### config.mk
export PLATFORM = sky130hd
export DESIGN_NAME = preemptive_priority_scheduler_top
export DESIGN_NICKNAME = d
export VERILOG_FILES = /design/src/sv/pps_pkg.sv /design/src/sv/pps_table.sv /design/src/sv/preemptive_priority_scheduler_top.sv
export VERILOG_INCLUDE_DIRS = /design/src /design/src/sv
export SDC_FILE = /design/constraint.sdc
export NUM_CORES = 2
export LEC_CHECK = 0
export ABC_AREA = 1
export BUFFER_PORTS_ARGS = -buffer_cell sky130_fd_sc_hd__buf_2
export CAP_MARGIN = 20
export CORE_ASPECT_RATIO = 1.1
export CORE_MARGIN = 3
export CORE_UTILIZATION = 30
export DETAILED_ROUTE_END_ITERATION = 16
export GPL_ROUTABILITY_DRIVEN = 0
export MAX_ROUTING_LAYER = met4
export PLACE_DENSITY = 0.5
export SETUP_SLACK_MARGIN = 0.05
export SYNTH_ARGS = -nofsm -noshare
export SYNTH_HDL_FRONTEND = slang
export SYNTH_SLANG_ARGS = --single-unit
### constraint.sdc
create_clock -name clk_i -period 8.4 [get_ports clk_i]
set_input_delay 1.26 -clock clk_i [delete_from_list [all_inputs] [get_ports clk_i]]
set_output_delay 1.26 -clock clk_i [all_outputs]
set_load 0.1 [all_outputs]
### src/sv/preemptive_priority_scheduler_top_macros.svh
// assertion macros for the scheduler
`ifndef PREEMPTIVE_PRIORITY_SCHEDULER_TOP_MACROS_SVH
`define PREEMPTIVE_PRIORITY_SCHEDULER_TOP_MACROS_SVH

`ifndef SYNTHESIS
`define PPS_ASSERT(lbl, prop, msg) \
  lbl: assert property (@(posedge clk_i) disable iff (!rst_ni) (prop)) \
    else $error(msg);
`define PPS_ASSERT_NEVER(lbl, prop, msg) \
  lbl: assert property (@(posedge clk_i) disable iff (!rst_ni) !(prop)) \
    else $error(msg);
`else
`define PPS_ASSERT(lbl, prop, msg)
`define PPS_ASSERT_NEVER(lbl, prop, msg)
`endif

`endif

### src/sv/pps_pkg.sv
`timescale 1ns / 1ps
package pps_pkg;

  localparam int unsigned TimeW       = 16;
  localparam int unsigned PrioW       = 8;
  localparam int unsigned SlotW       = 4;
  localparam int unsigned MaxTasksDef = 16;

  localparam logic [TimeW-1:0] TimeMax = '1;

  localparam logic OpLoad = 1'b0;
  localparam logic OpTick = 1'b1;

  typedef struct packed {
    logic [TimeW-1:0] arrival;
    logic [PrioW-1:0] prio;
    logic [TimeW-1:0] burst;
    logic [TimeW-1:0] remaining;
  } entry_t;

  typedef struct packed {
    logic [TimeW-1:0] now_time;
    logic             ran;
    logic [SlotW-1:0] run_slot;
    logic             switched;
    logic             first_run;
    logic [TimeW-1:0] resp_time;
    logic             finished;
    logic [TimeW-1:0] wait_time;
    logic [TimeW-1:0] turnaround;
  } res_t;

  typedef enum logic [2:0] {
    StIdle,
    StScan,
    StDrain,
    StFetch,
    StUpdate
  } state_e;

endpackage

### src/sv/pps_table.sv
`timescale 1ns / 1ps
module pps_table #(
  parameter int unsigned Depth = pps_pkg::MaxTasksDef,
  parameter int unsigned AddrW = $clog2(Depth)
) (
  input  logic                 clk_i,
  input  logic                 wr_en_i,
  input  logic [AddrW-1:0]     wr_addr_i,
  input  pps_pkg::entry_t      wr_data_i,
  input  logic                 rd_en_i,
  input  logic [AddrW-1:0]     rd_addr_i,
  output pps_pkg::entry_t      rd_data_o
);
  import pps_pkg::*;

  entry_t mem_q [Depth];
  entry_t rd_data_q;

  always_ff @(posedge clk_i) begin
    if (wr_en_i) begin
      mem_q[wr_addr_i] <= wr_data_i;
    end
  end

  always_ff @(posedge clk_i) begin
    if (rd_en_i) begin
      rd_data_q <= mem_q[rd_addr_i];
    end
  end

  assign rd_data_o = rd_data_q;

endmodule

### src/sv/preemptive_priority_scheduler_top.sv
`timescale 1ns / 1ps
// channel | dir | handshake              | payload
// in      | in  | in_valid_i/in_ready_o  | opcode, slot, arrival, prio, burst
// out     | out | out_valid_o/out_ready_i| now_time .. turnaround, one beat per tick
//
// a load beat writes its slot directly; a slot of MaxTasks or above is ignored
// a tick beat runs one table read and one priority compare per slot, then a
// drain, a fetch and an update
// in_ready_o is low while a tick is in flight; the update waits while the
// previous result beat is still unaccepted in the output register
// reset clears flags, time and the last running slot; table contents are not reset
module preemptive_priority_scheduler_top #(
  parameter int unsigned MaxTasks = pps_pkg::MaxTasksDef
) (
  input  logic                      clk_i,
  input  logic                      rst_ni,
  input  logic                      in_valid_i,
  output logic                      in_ready_o,
  input  logic                      opcode_i,
  input  logic [pps_pkg::SlotW-1:0] slot_i,
  input  logic [pps_pkg::TimeW-1:0] arrival_i,
  input  logic [pps_pkg::PrioW-1:0] prio_i,
  input  logic [pps_pkg::TimeW-1:0] burst_i,
  output logic                      out_valid_o,
  input  logic                      out_ready_i,
  output logic [pps_pkg::TimeW-1:0] now_time_o,
  output logic                      ran_o,
  output logic [pps_pkg::SlotW-1:0] run_slot_o,
  output logic                      switched_o,
  output logic                      first_run_o,
  output logic [pps_pkg::TimeW-1:0] resp_time_o,
  output logic                      finished_o,
  output logic [pps_pkg::TimeW-1:0] wait_time_o,
  output logic [pps_pkg::TimeW-1:0] turnaround_o
);
  import pps_pkg::*;

  `include "preemptive_priority_scheduler_top_macros.svh"

  localparam int unsigned IdxW  = $clog2(MaxTasks);
  localparam int unsigned LastW = $clog2(MaxTasks + 1);

  state_e state_q, state_d;

  logic [MaxTasks-1:0] valid_q, valid_d;
  logic [MaxTasks-1:0] done_q, done_d;
  logic [MaxTasks-1:0] started_q, started_d;
  logic [TimeW-1:0]    time_q, time_d;
  logic [LastW-1:0]    last_q, last_d;

  logic [IdxW-1:0]     idx_q, idx_d;
  logic                cmp_vld_q, cmp_vld_d;
  logic [IdxW-1:0]     cmp_idx_q, cmp_idx_d;
  logic                found_q, found_d;
  logic [PrioW-1:0]    best_q, best_d;
  logic [IdxW-1:0]     pick_q, pick_d;

  logic                out_valid_q, out_valid_d;
  res_t                res_q, res_d;

  logic                wr_en;
  logic [IdxW-1:0]     wr_addr;
  entry_t              wr_data;
  logic                rd_en;
  logic [IdxW-1:0]     rd_addr;
  entry_t              rd_data;

  logic                upd_go;
  logic [IdxW-1:0]     load_addr;
  logic                slot_ok;
  logic                elig;
  logic [TimeW-1:0]    rem_n;
  logic [TimeW:0]      turn_raw;
  logic [TimeW+1:0]    wait_raw;

  pps_table #(
    .Depth (MaxTasks)
  ) u_table (
    .clk_i     (clk_i),
    .wr_en_i   (wr_en),
    .wr_addr_i (wr_addr),
    .wr_data_i (wr_data),
    .rd_en_i   (rd_en),
    .rd_addr_i (rd_addr),
    .rd_data_o (rd_data)
  );

  assign load_addr = IdxW'(slot_i);
  assign slot_ok   = int'(slot_i) < MaxTasks;
  assign upd_go    = (state_q == StUpdate) && (!out_valid_q || out_ready_i);
  assign elig      = cmp_vld_q && valid_q[cmp_idx_q] && !done_q[cmp_idx_q]
                     && (rd_data.arrival <= time_q);
  assign rem_n     = (rd_data.remaining != '0) ? rd_data.remaining - 1'b1 : '0;
  assign turn_raw  = {1'b0, time_q} + 1'b1 - {1'b0, rd_data.arrival};
  assign wait_raw  = {1'b0, turn_raw} - {2'b00, rd_data.burst};

  always_comb begin
    state_d     = state_q;
    valid_d     = valid_q;
    done_d      = done_q;
    started_d   = started_q;
    time_d      = time_q;
    last_d      = last_q;
    idx_d       = idx_q;
    cmp_vld_d   = 1'b0;
    cmp_idx_d   = cmp_idx_q;
    found_d     = found_q;
    best_d      = best_q;
    pick_d      = pick_q;
    res_d       = res_q;
    out_valid_d = out_valid_q && !out_ready_i;
    in_ready_o  = 1'b0;
    wr_en       = 1'b0;
    wr_addr     = load_addr;
    wr_data     = '{arrival: arrival_i, prio: prio_i, burst: burst_i, remaining: burst_i};
    rd_en       = 1'b0;
    rd_addr     = idx_q;

    // shared compare unit
    if (elig && (!found_q || rd_data.prio < best_q)) begin
      found_d = 1'b1;
      best_d  = rd_data.prio;
      pick_d  = cmp_idx_q;
    end

    case (state_q)
      StIdle: begin
        in_ready_o = 1'b1;
        if (in_valid_i) begin
          if (opcode_i == OpLoad) begin
            if (slot_ok) begin
              wr_en                = 1'b1;
              valid_d[load_addr]   = 1'b1;
              done_d[load_addr]    = 1'b0;
              started_d[load_addr] = 1'b0;
            end
          end else begin
            idx_d   = '0;
            found_d = 1'b0;
            state_d = StScan;
          end
        end
      end
      StScan: begin
        rd_en     = 1'b1;
        rd_addr   = idx_q;
        cmp_vld_d = 1'b1;
        cmp_idx_d = idx_q;
        if (idx_q == IdxW'(MaxTasks - 1)) begin
          state_d = StDrain;
        end else begin
          idx_d = idx_q + 1'b1;
        end
      end
      StDrain: begin
        state_d = StFetch;
      end
      StFetch: begin
        rd_en   = 1'b1;
        rd_addr = pick_q;
        state_d = StUpdate;
      end
      StUpdate: begin
        if (upd_go) begin
          out_valid_d  = 1'b1;
          res_d        = '0;
          res_d.now_time = time_q;
          if (found_q) begin
            res_d.ran      = 1'b1;
            res_d.run_slot = SlotW'(pick_q);
            res_d.switched = LastW'(pick_q) != last_q;
            last_d         = LastW'(pick_q);
            if (!started_q[pick_q]) begin
              started_d[pick_q] = 1'b1;
              res_d.first_run   = 1'b1;
              res_d.resp_time   = time_q - rd_data.arrival;
            end
            wr_en             = 1'b1;
            wr_addr           = pick_q;
            wr_data           = rd_data;
            wr_data.remaining = rem_n;
            if (rem_n == '0) begin
              done_d[pick_q]   = 1'b1;
              res_d.finished   = 1'b1;
              res_d.turnaround = turn_raw[TimeW] ? TimeMax : turn_raw[TimeW-1:0];
              if (wait_raw[TimeW+1]) begin
                res_d.wait_time = '0;
              end else if (wait_raw[TimeW]) begin
                res_d.wait_time = TimeMax;
              end else begin
                res_d.wait_time = wait_raw[TimeW-1:0];
              end
            end
          end else begin
            last_d = LastW'(MaxTasks);
          end
          if (time_q != TimeMax) begin
            time_d = time_q + 1'b1;
          end
          state_d = StIdle;
        end
      end
      default: begin
        state_d = StIdle;
      end
    endcase
  end

  always_ff @(posedge clk_i or negedge rst_ni) begin
    if (!rst_ni) begin
      state_q     <= StIdle;
      valid_q     <= '0;
      done_q      <= '0;
      started_q   <= '0;
      time_q      <= '0;
      last_q      <= LastW'(MaxTasks);
      idx_q       <= '0;
      cmp_vld_q   <= 1'b0;
      found_q     <= 1'b0;
      out_valid_q <= 1'b0;
    end else begin
      state_q     <= state_d;
      valid_q     <= valid_d;
      done_q      <= done_d;
      started_q   <= started_d;
      time_q      <= time_d;
      last_q      <= last_d;
      idx_q       <= idx_d;
      cmp_vld_q   <= cmp_vld_d;
      found_q     <= found_d;
      out_valid_q <= out_valid_d;
    end
  end

  always_ff @(posedge clk_i) begin
    cmp_idx_q <= cmp_idx_d;
    best_q    <= best_d;
    pick_q    <= pick_d;
    res_q     <= res_d;
  end

  assign out_valid_o  = out_valid_q;
  assign now_time_o   = res_q.now_time;
  assign ran_o        = res_q.ran;
  assign run_slot_o   = res_q.run_slot;
  assign switched_o   = res_q.switched;
  assign first_run_o  = res_q.first_run;
  assign resp_time_o  = res_q.resp_time;
  assign finished_o   = res_q.finished;
  assign wait_time_o  = res_q.wait_time;
  assign turnaround_o = res_q.turnaround;

  `PPS_ASSERT(a_done_loaded, (done_q & ~valid_q) == '0, "done flag on unloaded slot")
  `PPS_ASSERT(a_started_loaded, (started_q & ~valid_q) == '0, "started flag on unloaded slot")
  `PPS_ASSERT_NEVER(a_idle_tick, out_valid_q && !res_q.ran && (res_q.switched || res_q.first_run || res_q.finished), "idle tick reports a task event")
  `PPS_ASSERT(a_wait_le_turn, out_valid_q && res_q.finished |-> res_q.turnaround >= res_q.wait_time, "wait time above turnaround")
  `PPS_ASSERT(a_time_step, upd_go |=> (time_q == $past(time_q) + 16'd1) || (time_q == TimeMax), "time did not advance")

endmodule

==> summary by stage <==
Route
The residual DRC count is 0. The final wirelength is 139,000 um. Dividing the detail-routed wire length by the instance count gives about 23 um. The first routing iteration left between 2,000 and 3,000 violations. The total number of vias is ~31,000.

The detail route stage leaves a number of antenna-violating nets equal to 0. After detailed routing, the number of vias per cell comes to 5.034. The count of TritonRoute iterations in the first routing pass is 5.

Yosys
Ranked by total cell area, the synthesized netlist is headed by sky130_fd_sc_hd__edfxtp_1 66%, sky130_fd_sc_hd__o21ai_0 5.6%, sky130_fd_sc_hd__nor2_1 4.9%, sky130_fd_sc_hd__dfrtp_1 4.1%, sky130_fd_sc_hd__nand2_1 3.0%. Of the total synthesized cell area, the portion taken by full adders, half adders and majority gates is under 10%. The flip-flop and latch count after synthesis is between 1,000 and 1,500. Among all cell types in the netlist, the one instantiated most often is sky130_fd_sc_hd__edfxtp_1. In the synthesized netlist, mux cells make up 0% of the area. The number of unique standard cell types used by synthesis is 57.

Of the total synthesized cell area, the portion taken by XOR and XNOR cells is between 1 and 1.5%. The synthesized area per cell is ~12 um^2. The sequential element share of the synthesized area is 70.02%.

Summed over its instances, the top area cell type makes up 65.85% of the synthesized netlist area. Synthesis handed over a netlist of 3,888 instances. The primary flip-flop cell chosen by synthesis mapping is sky130_fd_sc_hd__edfxtp_1. The main combinational cell family by area after synthesis is compound AO/OA/AOI/OAI gates. The synthesized netlist occupies a cell area of about 0.047 mm^2. Yosys mapped a number of flops with a built-in enable equal to 1,040.

The simple-gate share of the synthesized area is roughly a tenth. The warning count from the yosys run is 0. Synthesis produced a netlist with a net count of 4,010.

Of all flip-flops after synthesis, the portion carrying an async set or reset was under 10%. The complex-gate fraction of the synthesized area is 13.06%. In the synthesized netlist, the cells that appear most often are 1,040 x sky130_fd_sc_hd__edfxtp_1, 619 x sky130_fd_sc_hd__nor2_1, 530 x sky130_fd_sc_hd__o21ai_0.

The cell taking the most area after synthesis is sky130_fd_sc_hd__edfxtp_1.

Floorplanning
~120 I/O pins were placed. The die is 385.1 um wide. The initial utilization of the core area, before any placement, comes to a little under a third. The row count is approximately 150.

The area of the die is between 0.15 and 0.2 mm^2. The die boundary height is roughly 420 um. The region available for standard cell placement spans around 0.16 mm^2.

Setup path
The biggest cell delay along the critical path is about 0.9 ns. The startpoint identified for the worst register-to-register timing path is state_q[1]$_DFFE_PN0P_. STA classifies the critical path endpoint as a flop. The worst reg-to-reg path cell count is 10. Walking the worst path, the cells encountered are nor2_1, nand2_1, a21oi_4, inv_2, nor2_2, inv_4, a22oi_2, nand3_1, nor2_4, buf_4. Setup slack on the worst reg-to-reg path comes out at approximately 3.4 ns. The category of the critical setup timing path is flop to flop.

The data required time of the critical path is around 8.7 ns. The worst setup path is launched from a flop. The master of the slowest instance on the critical path is sky130_fd_sc_hd__nor2_4.

The endpoint arrival time on the critical path is 5.38 ns. The maximum fanout count along the critical path is 53. The end of the worst register-to-register path is u_table.mem_q[4][48]$_DFFE_PP_.

Placed design
The count of buffers from port buffering is ~120. Detailed placement finished with a half-perimeter wire length of about 80,000 um. The number of placed instances, taps included, is between 5,000 and 6,000. The placed instances occupy a cell area of between 0.05 and 0.06 mm^2. Before CTS, the worst setup slack after placement is slightly above 3 ns.

Clock tree
In this run the deepest clock path goes through 3 buffers. The H-tree generated during clock tree synthesis spans 3 levels. The number of clock buffers inserted by TritonCTS is roughly 120.

The tree is rooted in a sky130_fd_sc_hd__clkbuf_16. The clock input transition at the sequential cells of the worst setup and hold paths is around 0.07 ns. The number of sinks on the clock net is 1,119.

The number of buffers inserted by hold repair at cts is 0. The CTS tree is built. The post-cts repair resize count is 0. The number of buffers added for setup after CTS is 0. The later pin in the worst-skew pair is clocked with a latency of ~0.73 ns.

Layout
The finished layout holds just over 6,000 standard cells, fillers aside. The fraction of final layout cells with drive strength greater than 1 is ~11%. Fill cells in the final layout number around 15,000. The cell area after layout is ~0.054 mm^2. The multi-input combinational cells in the finished layout cover a total of between 0.01 and 0.015 mm^2. Across the whole layout, storage elements account for ~0.033 mm^2.

In the final design database the tool counted about 4,000 nets. The growth of design area from synthesis to finish is 14.75%.

Min path
Counting instances, the worst hold path has a depth of 2. The type of the worst min-delay path is flop to flop. For hold timing, the worst endpoint is valid_q[12]$_DFFE_PN0P_. In this run the most critical hold path is launched from valid_q[12]$_DFFE_PN0P_.

Timing
The worst path setup slack after routing is 3.357 ns. The final number of setup-violating endpoints is 0. The summed negative setup slack over all endpoints is 0 ns. The final number of max-transition violations is 0. The total count of hold-check failures in the final report came to 0. Setup repair after global routing left no endpoint under its margin. The final period utilization is roughly three fifths. The transition time at the pin with the least slew margin is about 1.2 ns. Final hold analysis gives a worst-case slack of approximately 0.46 ns. Subtracting the final worst setup slack from the clock period gives between 5 and 6 ns. For this run, the top clock speed supported by timing is 198.3 MHz. Clock skew on the completed layout was measured at ~0.026 ns. The worst pin sits at a relative slew slack of a little under a quarter.

GRT
The all-layer global routing usage is roughly 17%. Entering global routing, the biggest net connects 222 pins. After global routing the overflow that remains totals 0.

The number of global-route vias before repair was just over 30,000. The initial antenna violation count came to 9. The first global-routing pass estimated roughly 200,000 um of wire.

Pwr
Of the total power, the share spent switching nets is 40.29%. The power density over the cells is 359.9 mW/mm^2. The worst-case IR drop observed on VDD is ~0.32 mV.

The portion of total power attributed to sequential cells is around 35%. The power share of the clock group is 26.1%. The leakage dissipation is 18.89 nW. The switching power is 7.890 mW. In this run, the combinational gates consume between 30% and 40% of the power. Internal power comes to 11.69 mW.

Run status
The flow ran to the end, and the final reports show no timing, DRC or antenna violations.

Flow run
The max-capacitance violation count is 0.
==> power by group through the flow <==
stage	logic (mW)	registers, mW	clock network [mW]
floorplan	5.11	7.13	0
global placement	7.54	7.04	0
detailed placement	7.58	7.04	0
CTS	7.61	6.93	5.22
global route	8.39	6.95	5.45
finish	7.56	6.92	5.10
==> how the worst max path moves through the flow <==
stage	startpoint	to	slack [ns]
6_report	state_q[1]$_DFFE_PN0P_	u_table.mem_q[4][48]$_DFFE_PP_	3.36
5_1_grt	state_q[1]$_DFFE_PN0P_	u_table.mem_q[4][48]$_DFFE_PP_	2.98
4_1_cts	state_q[2]$_DFFE_PN0P_	u_table.rd_data_o[27]$_DFFE_PP_	3.04
3_3_place_gp	state_q[2]$_DFFE_PN0P_	u_table.rd_data_o[27]$_DFFE_PP_	3.18
2_1_floorplan	out_ready_i	u_table.mem_q[10][0]$_DFFE_PP_	1.87
3_5_place_dp	state_q[2]$_DFFE_PN0P_	u_table.rd_data_o[27]$_DFFE_PP_	3.06
==> metrics by stage <==
| step | util, % | power (mW) |
|---|---|---|
| 2_1_floorplan | - | 12.24 |
| 3_3_place_gp | 32.31 | 14.58 |
| 3_5_place_dp | 32.32 | 14.62 |
| 4_1_cts | 34.70 | 19.76 |
| 5_1_grt | 34.77 | 20.79 |
| 6_report | 34.77 | 19.58 |
==> registers in the layout (all words and copies together) (netlist names), 3 cells and up <==
register / cells
resp_time_o: 16
time_q: 16
wait_time_o: 16
done_q: 16
best_q: 8
cmp_idx_q: 4
idx_q: 4
u_table.mem_q: 896
started_q: 16
last_q: 5
pick_q: 4
state_q: 3
u_table.rd_data_o: 56
turnaround_o: 16
run_slot_o: 4
valid_q: 16
now_time_o: 16
==> area by class of cell <==
| class | count | share of cell area (%) |
|---|---|---|
| timing repair buffer | 205 | 2.527 |
| multi-input combinational | 2342 | 23.29 |
| clock inverter | 80 | 1.333 |
| sequential | 1119 | 61.02 |
| antenna | 5 | 0.02299 |
| inverter | 213 | 1.517 |
| tap | 2079 | 4.780 |
| clock buffer | 136 | 5.511 |
==> cell families after synthesis <==
group,count (synthesis)
XOR/XNOR,57
adder cells (fa/ha/maj),73
flip-flops,1119
AO/OA/AOI/OAI,1032
buffers and inverters,427
AND/OR/NAND/NOR,1180
==> critical path, delay by kind of cell, from the launching register on <==
family | cells | cell delay [ns]
buf+inv | 3 | 1.12
simple gates | 5 | 2.09
flops | 1 | 0.45
compound gates | 2 | 0.94
==> metal layers <==
| layer | track usage, % | up-vias | wire length [um] |
|---|---|---|---|
| li1 | - | 14420 | - |
| met1 | 22.90 | 15680 | 61740 |
| met2 | 27.81 | 823 | 66680 |
| met3 | 2.441 | 187 | 7524 |
| met4 | 4.731 | 0 | 3089 |
| met5 | - | - | 0 |
==> cells in the final DEF (no fill, tap or decap), types with 44 or more instances in the layout <==
cell and n:
sky130_fd_sc_hd__a21oi_1 114, sky130_fd_sc_hd__o22ai_1 91, sky130_fd_sc_hd__buf_4 73, sky130_fd_sc_hd__inv_1 207, sky130_fd_sc_hd__clkbuf_16 117, sky130_fd_sc_hd__dfrtp_1 78
sky130_fd_sc_hd__nand2_1 380, sky130_fd_sc_hd__o211ai_1 90, sky130_fd_sc_hd__o221ai_1 141, sky130_fd_sc_hd__buf_2 121, sky130_fd_sc_hd__nand3_1 106, sky130_fd_sc_hd__edfxtp_1 1040
sky130_fd_sc_hd__nor2_1 603, sky130_fd_sc_hd__xor2_1 44, sky130_fd_sc_hd__ha_1 59, sky130_fd_sc_hd__o21ai_0 515
(Power assumes the default switching activity.)
